File: src/rtl/core/oamu_pkg.sv
`default_nettype none

package oamu_pkg;

	// Byte memory size, kept as a power of two so the address wraps by truncation
	localparam int MEM_AW    = 16;
	localparam int MEM_BYTES = 2 ** MEM_AW;

	localparam logic [2:0] SP_REG = 3'd6;
	localparam logic [2:0] PC_REG = 3'd7;

	typedef enum logic [1:0] {
		FUNC_RESOLVE = 2'd0,
		FUNC_WR_REG  = 2'd1,
		FUNC_WR_MEM  = 2'd2,
		FUNC_NOP     = 2'd3
	} func_t;

	typedef enum logic [2:0] {
		MODE_REG     = 3'd0,
		MODE_DEF     = 3'd1,
		MODE_INC     = 3'd2,
		MODE_INC_DEF = 3'd3,
		MODE_DEC     = 3'd4,
		MODE_DEC_DEF = 3'd5,
		MODE_INDEX   = 3'd6,
		MODE_FAULT   = 3'd7
	} mode_t;

	typedef enum logic [3:0] {
		S_IDLE,
		S_DECODE,
		S_WR_HI,
		S_PTR_LO,
		S_PTR_HI,
		S_PTR_CAP,
		S_OP_LO,
		S_OP_HI,
		S_OP_CAP,
		S_FINISH
	} state_t;

	typedef enum logic [2:0] {
		REG_NOP,
		REG_WRITE_DATA,
		REG_STEP_INC,
		REG_STEP_DEC,
		REG_TWO_INC,
		REG_TWO_DEC,
		REG_PC_INC
	} reg_op_t;

	typedef enum logic [2:0] {
		ADDR_NOP,
		ADDR_REG,
		ADDR_REG_DEC_STEP,
		ADDR_REG_DEC_TWO,
		ADDR_PC,
		ADDR_WORD,
		ADDR_INDEX
	} addr_op_t;

	typedef enum logic [2:0] {
		MEM_NOP,
		MEM_RD_LO,
		MEM_RD_HI,
		MEM_WR_LO,
		MEM_WR_HI
	} mem_op_t;

	typedef enum logic [1:0] {
		VAL_NOP,
		VAL_BYTE,
		VAL_WORD
	} val_op_t;

	typedef enum logic [1:0] {
		RES_ZERO,
		RES_FAULT,
		RES_REG,
		RES_MEM
	} res_sel_t;

	typedef struct packed {
		logic     item_load;
		reg_op_t  reg_op;
		addr_op_t addr_op;
		mem_op_t  mem_op;
		logic     lo_load;
		val_op_t  val_op;
		logic     out_load;
		res_sel_t res_sel;
	} cmd_t;

	typedef struct packed {
		func_t func;
		mode_t mode;
		logic  byte_op;
	} stat_t;

endpackage

`default_nettype wire

File: src/rtl/core/oamu_ctrl.sv
`default_nettype none

module oamu_ctrl
	import oamu_pkg::*;
(
	input  wire logic  clk,
	input  wire logic  arst_n,
	input  wire logic  in_valid,
	output logic       in_ready,
	output logic       out_valid,
	input  wire logic  out_ready,
	input  wire stat_t stat,
	output cmd_t       cmd
);

	state_t state_q;
	state_t state_d;
	logic   out_valid_q;
	logic   out_valid_d;

	assign in_ready  = (state_q == S_IDLE);
	assign out_valid = out_valid_q;

	always_ff @(posedge clk or negedge arst_n) begin
		if (!arst_n) begin
			state_q     <= S_IDLE;
			out_valid_q <= 1'b0;
		end else begin
			state_q     <= state_d;
			out_valid_q <= out_valid_d;
		end
	end

	always_comb begin
		state_d       = state_q;
		out_valid_d   = out_valid_q && !out_ready;
		cmd.item_load = 1'b0;
		cmd.reg_op    = REG_NOP;
		cmd.addr_op   = ADDR_NOP;
		cmd.mem_op    = MEM_NOP;
		cmd.lo_load   = 1'b0;
		cmd.val_op    = VAL_NOP;
		cmd.out_load  = 1'b0;
		cmd.res_sel   = RES_ZERO;

		unique case (state_q)
			S_IDLE: begin
				if (in_valid) begin
					cmd.item_load = 1'b1;
					state_d       = S_DECODE;
				end
			end
			S_DECODE: begin
				state_d = S_FINISH;
				unique case (stat.func)
					FUNC_WR_REG: cmd.reg_op = REG_WRITE_DATA;
					FUNC_WR_MEM: begin
						cmd.mem_op = MEM_WR_LO;
						state_d    = S_WR_HI;
					end
					FUNC_RESOLVE: begin
						unique case (stat.mode)
							MODE_DEF: begin
								cmd.addr_op = ADDR_REG;
								state_d     = S_OP_LO;
							end
							MODE_INC: begin
								cmd.addr_op = ADDR_REG;
								cmd.reg_op  = REG_STEP_INC;
								state_d     = S_OP_LO;
							end
							MODE_INC_DEF: begin
								cmd.addr_op = ADDR_REG;
								cmd.reg_op  = REG_TWO_INC;
								state_d     = S_PTR_LO;
							end
							MODE_DEC: begin
								cmd.addr_op = ADDR_REG_DEC_STEP;
								cmd.reg_op  = REG_STEP_DEC;
								state_d     = S_OP_LO;
							end
							MODE_DEC_DEF: begin
								cmd.addr_op = ADDR_REG_DEC_TWO;
								cmd.reg_op  = REG_TWO_DEC;
								state_d     = S_PTR_LO;
							end
							MODE_INDEX: begin
								cmd.addr_op = ADDR_PC;
								cmd.reg_op  = REG_PC_INC;
								state_d     = S_PTR_LO;
							end
							default: ;
						endcase
					end
					default: ;
				endcase
			end
			S_WR_HI: begin
				cmd.mem_op = MEM_WR_HI;
				state_d    = S_FINISH;
			end
			S_PTR_LO: begin
				cmd.mem_op = MEM_RD_LO;
				state_d    = S_PTR_HI;
			end
			S_PTR_HI: begin
				cmd.mem_op  = MEM_RD_HI;
				cmd.lo_load = 1'b1;
				state_d     = S_PTR_CAP;
			end
			S_PTR_CAP: begin
				// Index mode adds the base register, read after the counter step
				cmd.addr_op = (stat.mode == MODE_INDEX) ? ADDR_INDEX : ADDR_WORD;
				state_d     = S_OP_LO;
			end
			S_OP_LO: begin
				cmd.mem_op = MEM_RD_LO;
				state_d    = S_OP_HI;
			end
			S_OP_HI: begin
				if (stat.byte_op) begin
					cmd.val_op = VAL_BYTE;
					state_d    = S_FINISH;
				end else begin
					cmd.mem_op  = MEM_RD_HI;
					cmd.lo_load = 1'b1;
					state_d     = S_OP_CAP;
				end
			end
			S_OP_CAP: begin
				cmd.val_op = VAL_WORD;
				state_d    = S_FINISH;
			end
			S_FINISH: begin
				if (stat.func != FUNC_RESOLVE) begin
					cmd.res_sel = RES_ZERO;
				end else if (stat.mode == MODE_REG) begin
					cmd.res_sel = RES_REG;
				end else if (stat.mode == MODE_FAULT) begin
					cmd.res_sel = RES_FAULT;
				end else begin
					cmd.res_sel = RES_MEM;
				end
				// Hold until the output register is free
				if (!out_valid_q || out_ready) begin
					cmd.out_load = 1'b1;
					out_valid_d  = 1'b1;
					state_d      = S_IDLE;
				end
			end
			default: state_d = S_IDLE;
		endcase
	end

endmodule

`default_nettype wire

File: config.mk
export PLATFORM = sky130hd
export DESIGN_NAME = oamu_ctrl
export DESIGN_NICKNAME = d
export VERILOG_FILES = /design/src/rtl/core/oamu_pkg.sv /design/src/rtl/core/oamu_ctrl.sv
export SDC_FILE = /design/constraint.sdc
export NUM_CORES = 1
export LEC_CHECK = 0
export BUFFER_PORTS_ARGS = -buffer_cell sky130_fd_sc_hd__buf_2
export CORE_AREA = 4 4 41 43
export CTS_CLUSTER_DIAMETER = 40
export DETAILED_ROUTE_END_ITERATION = 16
export DIE_AREA = 0 0 45 47
export PLACE_DENSITY = 0.75
export SYNTH_ARGS = -nofsm -noshare
export SYNTH_HDL_FRONTEND = slang
export SYNTH_SLANG_ARGS = --single-unit
File: constraint.sdc
create_clock -name clk -period 6 [get_ports clk]
set_input_delay 1.2 -clock clk [delete_from_list [all_inputs] [get_ports clk]]
set_output_delay 1.2 -clock clk [all_outputs]
set_load 0.005 [all_outputs]
==> impl_results.md, run 1 <==
- Number of enable flip-flop cells after synthesis: 0
- Time the final worst path needs with I/O delays and setup: 3.42 ns
- Cell repeated most along the worst path: sky130_fd_sc_hd__buf_2
- Peak per-stage delay on the critical path: 0.47 ns
- Latest clock arrival within the worst-skew pair: 0.24 ns
- Number of global-route vias before repair: 590
- Compound-Gate Fraction of Synth Area: 0.252
- Router iterations before antenna repair: 4
- Area overhead of the layout relative to synthesis: 24.0%
- Post-synthesis xor/xnor area fraction: 0.0289
- WP data arrival: 2.22 ns
- Maximum clock path buffer count: 2
- Fraction of layout instances using a drive strength above 1: 0.352
- Core ar.: 1300 um2
- Nature of the critical path startpoint: primary input
- Global route total overflow: 0
- Routed len/inst: 11.9 um
- Max H-tree Level: 1
- Max-cap violations: 0
- Routed via count: 672
- CTS Buf Count: 3
- Setup skew after layout: 0.00250 ns
- Post-Synth Simple-Gate Area: 0.405
- Synth warnings: 0
- Final layout net count: 119
- Number of nets produced by synthesis: 95
- Kind of cell adding the most delay to the critical path: simple AND/OR/NAND/NOR gates
- Sequential cell area fraction in the yosys report: 0.207
- Initial antenna violation count: 0
- Post-synthesis adder-cell area fraction: 0
- Total placed cells including tap cells: 119
- Count of inserted antenna diode cells: 0
- Count of cells resized by post-cts repair: 0
- Starting utilization of the core area: 0.465
- Maximum net fanout on the critical path: 8
- Final cell count without fillers: 123
- Result of the run: completed
- Weighted congestion at the end of routability-driven global placement: 0.860
- Die X-Extent: 45 um
- Highest clock rate: 292 MHz
- Synth top area cells: sky130_fd_sc_hd__dfrtp_1 21%, sky130_fd_sc_hd__nor2_1 6.2%, sky130_fd_sc_hd__a21oi_1 5.0%
- Remaining max-slew budget at the tightest pin: 0.702
- Post-Place Cell Area: 724 um2
- Share of synthesized area spent on multiplexers: 0.0372
- Top cell type by total area after synthesis: sky130_fd_sc_hd__dfrtp_1
- Overall Global Routing Usage: 0.155
- Maximum number of pins on one net before global-route repair: 16
- Average instance area after synthesis: 7.12 um2
- Post-DRT Antenna Nets: 0
- Pwr Total: 0.304 mW
- Buf+Inv Stages, Crit Path: 2
- Count of pins over their slew limit: 0
- Critical Path RT: 4.80 ns
- Top cell type's share of synthesized area: 0.207
- Type of the setup path with the least slack: in2out
- Number of hold-slack violations in the final timing report: 0
- Number of instances in the synthesized netlist: 85
- Cell variety after synth: 36
- Power density relative to cell area: 405 nW/um2
- Number of design-rule violations left by the first detailed-router iteration: 18
- Final-layout setup total negative slack: 0 ns
- Crit share post-route: 0.570
- DR vias/cell: 5.46
- Hold Path Class: reg2reg
- Final setup fails: 0
- Post-DP HPWL: 1.15 mm
- Number of inserted filler cells in the final layout: 136
- Top-level port count: 28
- Clock-pin slew on the worst setup and hold paths: 0.04 ns
- Main flop type after synthesis: sky130_fd_sc_hd__dfrtp_1
- Final hold slack: 0.555 ns
- Highest-delay cell along the critical path: sky130_fd_sc_hd__or3_1
- Pin slew with the least headroom to its limit: 0.446 ns
- Die Area: 2120 um2
- Standby leakage power: 0.384 nW
- Global-route wire length before repair: 2.41 mm
- RSZ-0062 raised after global routing: false
- Num Clock Sinks: 5
- CTS root buf: sky130_fd_sc_hd__clkbuf_4
- Post-Layout Inst Area: 751 um2
- Main combinational cell family by area after synthesis: simple AND/OR/NAND/NOR gates
- Height of the die: 47 um
- Post-CTS Setup Inserts: 0
- Row cnt: 13
- TritonCTS clock tree: done
- Worst IR drop on VDD: 234 uV
- Drt drc: 0
- Cts-stage hold buffer count: 0
- Flip-flop and latch count after synthesis: 5
- Count of buffers from port buffering: 27
- Total routed wirelength: 1.46 mm
- Critical path cell sequence: buf_2 -> or3_1 -> nand2b_4 -> a21oi_2 -> buf_2
- Asr flop ratio synth: 1.00
- Endpoint class of the critical path: primary output
- Summed instance area of the synthesized netlist: 606 um2
where the power goes:
group          switching, mW  internal [mW]  total, mW  leakage (nW)
clock                 0.0130         0.0251     0.0381        0.0150
combinational         0.0838         0.0921      0.176         0.305
sequential            0.0405         0.0496     0.0901        0.0637
total                  0.137          0.167      0.304         0.384
cell families (layout without fill, tap and decap cells):
kind of cell | count (synthesis) | in the layout
AND/OR/NAND/NOR | 43 | 43
AO/OA/AOI/OAI | 23 | 23
buffers and inverters | 10 | 33
flip-flops | 5 | 5
XOR/XNOR | 2 | 2
multiplexers | 2 | 2
stage by stage:
step	utilization	setup WS [ns]
3_3_place_gp	0.557	2.60
4_1_cts	0.577	2.57
3_5_place_dp	0.557	2.57
5_1_grt	0.577	2.43
6_report	0.577	2.58
2_1_floorplan	-	2.84
placed cells by master (no fill, tap or decap), types with 4 or more instances in the layout:
cell type	n
sky130_fd_sc_hd__buf_2	27
sky130_fd_sc_hd__nor2_1	10
sky130_fd_sc_hd__a211oi_1	4
sky130_fd_sc_hd__dfrtp_1	5
sky130_fd_sc_hd__nor3_1	6
sky130_fd_sc_hd__nand2_1	5
sky130_fd_sc_hd__a21oi_1	6
sky130_fd_sc_hd__nand2b_1	4
registers in the layout, summed over array words and instances (netlist names):
name       cells
state_q        4
out_valid      1
layout make-up:
type / instances / area (um2) / area share
multi-input combinational: 70 / 438 / 0.583
inverter: 2 / 7.51 / 0.0100
tap: 15 / 18.8 / 0.0250
clock buffer: 4 / 26.3 / 0.0350
sequential: 5 / 125 / 0.167
timing repair buffer: 27 / 135 / 0.180
Yosys cell counts, drive strengths merged (2+ instances only):
cell and number:
or2 2, nand2 5, and2 3, buf 2, a21oi 7, o22ai 2
a211oi 4, or3 2, nand2b 5, inv 2, mux2 2, nor3 6
nor2b 3, nor2 10, o21ai 3, clkbuf 6, dfrtp 5
per-layer routing:
layer | global-route usage | wire length, um | vias up
met5 | 0 | 0 | -
met3 | 0.0307 | 136 | 0
li1 | - | - | 353
met2 | 0.249 | 656 | 28
met1 | 0.200 | 668 | 291
met4 | 0.0760 | 0 | 0
worst paths after layout:
kind | from | to | slack, ns | depth (start not counted)
setup / recovery | stat[5] | cmd[9] | 2.58 | 5
min in group asynchronous | arst_n | state_q[3] | 0.76 | 1
max in group asynchronous | arst_n | state_q[1] | 5.11 | 1
hold reg to reg | out_valid | out_valid | 0.55 | 2
hold / removal | out_valid | out_valid | 0.55 | 2
setup reg to reg | state_q[2] | state_q[2] | 4.14 | 3
worst reg2reg max path, cell delays in order (launching register included):
cell and delay (ns):
sky130_fd_sc_hd__dfrtp_1 0.52, sky130_fd_sc_hd__or4b_4 0.61, sky130_fd_sc_hd__or3_1 0.42, sky130_fd_sc_hd__o22ai_1 0.22
Note: power is estimated with default switching activity, not from simulation.
==> run 2: changes to the inputs <==
Settings changed: ABC_AREA from default to 1, PLACE_DENSITY 0.75 to 0.69.
Clock period 6 ns to 3.39 ns, I/O delays scaled along.
==> run 2 against run 1 <==
  * First-iteration DRC count is 17% lower
  * Routed wire length is 7.7% lower
  * Synthesized area is 12% lower
==> impl_results.md, run 2 <==
- Count of inserted antenna diode cells: 0
- Post-Place Cell Area: 684 um2
- Global-route wire length before repair: 2.10 mm
- Met3 wire length: 89 um
- Peak per-stage delay on the critical path: 0.43 ns
- Time the final worst path needs with I/O delays and setup: 2.12 ns
- List of most frequent post-synthesis cells: 23 x sky130_fd_sc_hd__nand2_1, 16 x sky130_fd_sc_hd__inv_1, 12 x sky130_fd_sc_hd__nor2_1
- Final hold slack: 0.239 ns
- Result of the run: completed
- Remaining max-slew budget at the tightest pin: 0.796
- Register with the most flip-flops: state_q
- Cell variety after synth: 23
- Cts-stage hold buffer count: 0
- Highest metal used: met4
- Utilization after layout: 0.546
- Standby leakage power: 0.439 nW
- RSZ-0062 raised after global routing: false
- Die Area: 2120 um2
- Number of inserted filler cells in the final layout: 154
- Core ar.: 1300 um2
- Type of the setup path with the least slack: reg2out
- Top cell type's share of synthesized area: 0.236
- Routed metal-1 wire length: 598 um
- Highest-delay cell along the critical path: sky130_fd_sc_hd__dfrtp_1
- CTS Buf Count: 3
- Initial antenna violation count: 0
- Asr flop ratio synth: 1.00
- WP data arrival: 1.44 ns
- Fraction of layout instances using a drive strength above 1: 0.309
- Post-CTS Setup Inserts: 0
- DR vias/cell: 4.99
- Number of instances in the synthesized netlist: 92
- Maximum number of pins on one net before global-route repair: 8
- Summed instance area of the synthesized netlist: 531 um2
- Number of nets produced by synthesis: 102
- Critical register-to-register path startpoint: state_q[1]
- Critical R2R Capture: state_q[0]
- Flip-flop count of the largest register after layout: 4
- Area overhead of the layout relative to synthesis: 34.0%
- Buf+Inv Stages, Crit Path: 1
- Number of cells on the worst reg-to-reg path: 6
- Setup slack of the critical path after layout: 1.27 ns
- Max-cap violations: 0
- Top library cells by usage in the layout, fill and taps aside: 27 x sky130_fd_sc_hd__buf_2, 23 x sky130_fd_sc_hd__nand2_1, 16 x sky130_fd_sc_hd__inv_1
- Total placed cells including tap cells: 134
- CTS root buf: sky130_fd_sc_hd__clkbuf_4
- Number of global-route vias before repair: 545
- Crit share post-route: 0.624
- Main combinational cell family by area after synthesis: simple AND/OR/NAND/NOR gates
- Synth warnings: 0
- Post-Synth Simple-Gate Area: 0.479
- Number of design-rule violations left by the first detailed-router iteration: 15
- Starting utilization of the core area: 0.408
- Drt drc: 0
- Critical path cell sequence: nor2_2 -> nand2_2 -> nor2_1 -> nand2_1 -> o21ai_1 -> buf_2
- Count of buffers from port buffering: 27
- Pin slew with the least headroom to its limit: 0.304 ns
- Average instance area after synthesis: 5.77 um2
- Pwr Total: 0.477 mW
- Final setup fails: 0
- Sequential cell area fraction in the yosys report: 0.236
- Die X-Extent: 45 um
- Main flop type after synthesis: sky130_fd_sc_hd__dfrtp_1
- Weighted congestion at the end of routability-driven global placement: 0.851
- Row cnt: 13
- Routed len/inst: 9.77 um
- TritonCTS clock tree: done
- Critical Path RT: 2.71 ns
- Setup skew after layout: 0.000394 ns
- Hold Path Class: in2async
- Global route total overflow: 0
- Share of synthesized area spent on multiplexers: 0
- Synth top area cells: sky130_fd_sc_hd__dfrtp_1 24%, sky130_fd_sc_hd__nand2_1 16%, sky130_fd_sc_hd__inv_1 11%
- Max H-tree Level: 1
- Number of enable flip-flop cells after synthesis: 0
- Highest clock rate: 473 MHz
- Flip-flop and latch count after synthesis: 5
- Nature of the critical path startpoint: register
- Num Clock Sinks: 5
- Most common library cell in the layout ignoring fill and taps: sky130_fd_sc_hd__buf_2
- Final-layout setup total negative slack: 0 ns
- Number of hold-slack violations in the final timing report: 0
- Routed wl met2: 620 um
- Latest clock arrival within the worst-skew pair: 0.24 ns
- Top cell type by total area after synthesis: sky130_fd_sc_hd__dfrtp_1
- Routed via count: 688
- Height of the die: 47 um
- Final layout net count: 134
- Overall Global Routing Usage: 0.139
- Total routed wirelength: 1.35 mm
- Maximum net fanout on the critical path: 5
- Worst Setup Slack post-DPL: 1.31 ns
- Count leader, synth: sky130_fd_sc_hd__nand2_1
- Post-Layout Inst Area: 711 um2
- Maximum clock path buffer count: 2
- Final cell count without fillers: 138
- Count of pins over their slew limit: 0
- Kind of cell adding the most delay to the critical path: simple AND/OR/NAND/NOR gates
- Clock-pin slew on the worst setup and hold paths: 0.04 ns
- Minimum setup slack among reg-to-reg paths: 2.08 ns
- Endpoint class of the critical path: primary output
- Post-synthesis xor/xnor area fraction: 0
- Post-synthesis adder-cell area fraction: 0
- Compound-Gate Fraction of Synth Area: 0.158
- Worst IR drop on VDD: 318 uV
- Start point of the critical path: state_q[3]
- Router iterations before antenna repair: 4
- Post-DRT Antenna Nets: 0
- Power density relative to cell area: 672 nW/um2
- Post-DP HPWL: 1.16 mm
- Count of cells resized by post-cts repair: 0
- Top-level port count: 28
-- run 2: cell types whose count changed after synthesis, sizes merged, moves of 4 or more --
cell and delta:
a21oi -4, clkbuf -6, inv +15, nand2 +19
nand2b -5, nand3 +11, nor2 +5, nor3 -4
-- run 2: per-layer routing --
| layer | global-route usage | up-vias |
|---|---|---|
| li1 | - | 360 |
| met1 | 0.169 | 296 |
| met2 | 0.220 | 28 |
| met3 | 0.0153 | 4 |
| met4 | 0.117 | 0 |
| met5 | 0 | - |
-- run 2: final cells by class --
cell class / instances / area (um2) / share of cell area
clock buffers: 4 / 26.3 / 0.0370
inverters: 18 / 67.6 / 0.0951
multi-input cells: 69 / 338 / 0.475
flip-flops and latches: 5 / 125 / 0.176
repair buffers: 27 / 135 / 0.190
well taps: 15 / 18.8 / 0.0264
-- run 2: report_power, final --
part / switching [mW] / leakage (nW) / internal (mW) / total (mW)
Sequential: 0.0332 / 0.0645 / 0.0878 / 0.121
Combinational: 0.176 / 0.360 / 0.112 / 0.289
Clock: 0.0233 / 0.0150 / 0.0444 / 0.0677
Total: 0.233 / 0.439 / 0.245 / 0.477
-- run 2: worst max-delay path by stage --
| stage | slack (ns) | endpoint | cells after the start |
|---|---|---|---|
| global placement | 1.33 | cmd[10] | 6 |
| finish | 1.27 | cmd[11] | 6 |
| global route | 1.11 | cmd[11] | 6 |
| detailed placement | 1.31 | cmd[10] | 6 |
| floorplan | 1.63 | cmd[10] | 4 |
| CTS | 1.26 | cmd[10] | 6 |
-- run 2: cells by family (layout without fill, tap and decap cells) --
group,count (synthesis),count (layout)
AND/OR/NAND/NOR,55,55
buffers and inverters,18,49
flip-flops,5,5
AO/OA/AOI/OAI,14,14
==> run 3: changes to the inputs <==
Settings changed: CORE_AREA 4 4 41 43 to default, CORE_MARGIN from default to 4, CORE_UTILIZATION from default to 38, DIE_AREA 0 0 45 47 to default.
Clock period 3.39 ns to 1.92 ns, I/O delays scaled along.
==> run 3 against run 2 <==
  * Non-clock buffer count up 1
  * Via count decreased by 0.15%
  * Sequential cell count unchanged
  * Cell count up 0.72%
  * Setup slack worse by 1.2 ns
  * Final area grew 2.8%
  * First-iteration DRC count is 67% higher
  * Sequential share of layout area is 0.48 points lower
  * Critical path type unchanged
==> impl_results.md, run 3 (synthesized netlist as in run 2, its figures left out) <==
- Count of pins over their slew limit: 0
- DR vias/cell: 4.94
- Global route total overflow: 0
- Switching power: 0.430 mW
- Worst IR drop on VDD: 613 uV
- Power density relative to cell area: 1190 nW/um2
- Router iterations before antenna repair: 4
- Most common library cell in the layout ignoring fill and taps: sky130_fd_sc_hd__buf_2
- Post-DRT Antenna Nets: 0
- CTS root buf: sky130_fd_sc_hd__clkbuf_4
- Num Clock Sinks: 5
- Top-level port count: 28
- Flip-flop count of the largest register after layout: 4
- Pwr Total: 0.870 mW
- Combinational group share of total power: 0.604
- Row cnt: 13
- Maximum net fanout on the critical path: 5
- Number of cells on the worst reg-to-reg path: 6
- Critical Path RT: 1.54 ns
- Result of the run: completed
- Core ar.: 1300 um2
- Register with the most flip-flops: state_q
- Time the final worst path needs with I/O delays and setup: 1.80 ns
- Start point of the critical path: state_q[3]
- Drt drc: 0
- Total routed wirelength: 1.42 mm
- Count of buffers from port buffering: 27
- Die X-Extent: 45.4 um
- Global-route wire length before repair: 2.26 mm
- Max H-tree Level: 1
- Number of design-rule violations left by the first detailed-router iteration: 25
- Nature of the critical path startpoint: register
- Final cell count without fillers: 139
- Critical register-to-register path startpoint: state_q[1]
- Worst Setup Slack post-DPL: 0.347 ns
- Critical R2R Capture: state_q[0]
- Overall Global Routing Usage: 0.150
- Number of global-route vias before repair: 568
- Minimum setup slack among reg-to-reg paths: 0.58 ns
- Top library cells by usage in the layout, fill and taps aside: 27 x sky130_fd_sc_hd__buf_2, 23 x sky130_fd_sc_hd__nand2_1, 16 x sky130_fd_sc_hd__inv_1
- Fraction of layout instances using a drive strength above 1: 0.306
- Proportion of power drawn by flip-flops and latches: 0.256
- Number of inserted filler cells in the final layout: 151
- Clock network fraction of total power: 0.141
- Sw Share: 0.495
- Setup slack of the critical path after layout: 0.124 ns
- Total placed cells including tap cells: 134
- CTS Buf Count: 3
- WP data arrival: 1.41 ns
- Routed len/inst: 10.2 um
- Routed via count: 687
- Hold Path Class: in2reg
- TritonCTS clock tree: done
- Latest clock arrival within the worst-skew pair: 0.24 ns
- Starting utilization of the core area: 0.408
- Height of the die: 45.4 um
- Count of inserted antenna diode cells: 0
- Area overhead of the layout relative to synthesis: 37.7%
- Die Area: 2060 um2
- Endpoint class of the critical path: primary output
- Final-layout setup total negative slack: 0 ns
- Maximum number of pins on one net before global-route repair: 8
- Post-CTS Setup Inserts: 0
- Pin slew with the least headroom to its limit: 0.313 ns
- Internal power: 0.439 mW
- Utilization after layout: 0.562
- Hold worst-path end: out_valid
- Weighted congestion at the end of routability-driven global placement: 0.835
- Setup skew after layout: 0.00480 ns
- Final layout net count: 135
- Clock-pin slew on the worst setup and hold paths: 0.05 ns
- Post-DP HPWL: 1.16 mm
- Standby leakage power: 0.445 nW
- Highest clock rate: 557 MHz
- Type of the setup path with the least slack: reg2out
- Maximum clock path buffer count: 2
- Number of hold-slack violations in the final timing report: 0
- Initial antenna violation count: 0
- Remaining max-slew budget at the tightest pin: 0.790
- Crit share post-route: 0.936
- Max-cap violations: 0
- Final setup fails: 0
- Hold-critical path depth: 4
- Min-delay src: out_ready
==> run 3: changes by cell type in the layout (fill, tap and decap cells not counted), sizes merged <==
cell / previous run / this run
dlygate4sd3: 0 / 1
==> run 3: worst max-delay path by stage <==
stage	slack [ns]	to
2_1_floorplan	0.54	cmd[11]
3_3_place_gp	0.39	cmd[13]
3_5_place_dp	0.35	cmd[10]
4_1_cts	0.08	cmd[10]
5_1_grt	-0.003	cmd[10]
6_report	0.12	cmd[10]
==> run 3: critical path: stages, from the launching register on <==
cell and delay [ns]:
sky130_fd_sc_hd__dfrtp_1 0.46, sky130_fd_sc_hd__nor2_4 0.17, sky130_fd_sc_hd__nand2_2 0.10, sky130_fd_sc_hd__nor2_1 0.09, sky130_fd_sc_hd__nand2_1 0.11, sky130_fd_sc_hd__o22ai_1 0.12, sky130_fd_sc_hd__buf_2 0.13
==> run 3: metrics by stage <==
step / area [um2] / hold slack, ns
after global routing: 731 / 0.482
after global placement: 684 / 0.198
after detailed placement: 684 / 0.201
after CTS: 721 / 0.448
after floorplan: 531 / 0.0884
final: 731 / 0.456
==> run 3: power by group through the flow <==
| stage | combinational [mW] | clock [mW] | sequential (mW) |
|---|---|---|---|
| floorplan | 0.341 | 0 | 0.207 |
| global placement | 0.507 | 0 | 0.212 |
| detailed placement | 0.517 | 0 | 0.215 |
| CTS | 0.521 | 0.125 | 0.213 |
| global route | 0.592 | 0.130 | 0.230 |
| finish | 0.525 | 0.122 | 0.222 |
==> run 3: cell type report <==
| type | count | area [um2] | area share |
|---|---|---|---|
| tap | 15 | 18.8 | 0.0257 |
| timing repair buffer | 28 | 145 | 0.199 |
| multi-input combinational | 69 | 348 | 0.476 |
| inverter | 18 | 67.6 | 0.0925 |
| sequential | 5 | 125 | 0.171 |
| clock buffer | 4 | 26.3 | 0.0360 |
==> run 3: repair_timing <==
action / CTS / global route
hold buffers: 1 / 0
endpoints found under the setup margin: 0 / 4
hold endpoints to repair: 5 / 0
resized for setup: 0 / 2
==> run 3: routing by layer <==
layer	share of wire	global-route usage
met1	0.43	0.183
met3	0.077	0.0120
met2	0.47	0.254
met4	0.020	0.0877
met5	0	0
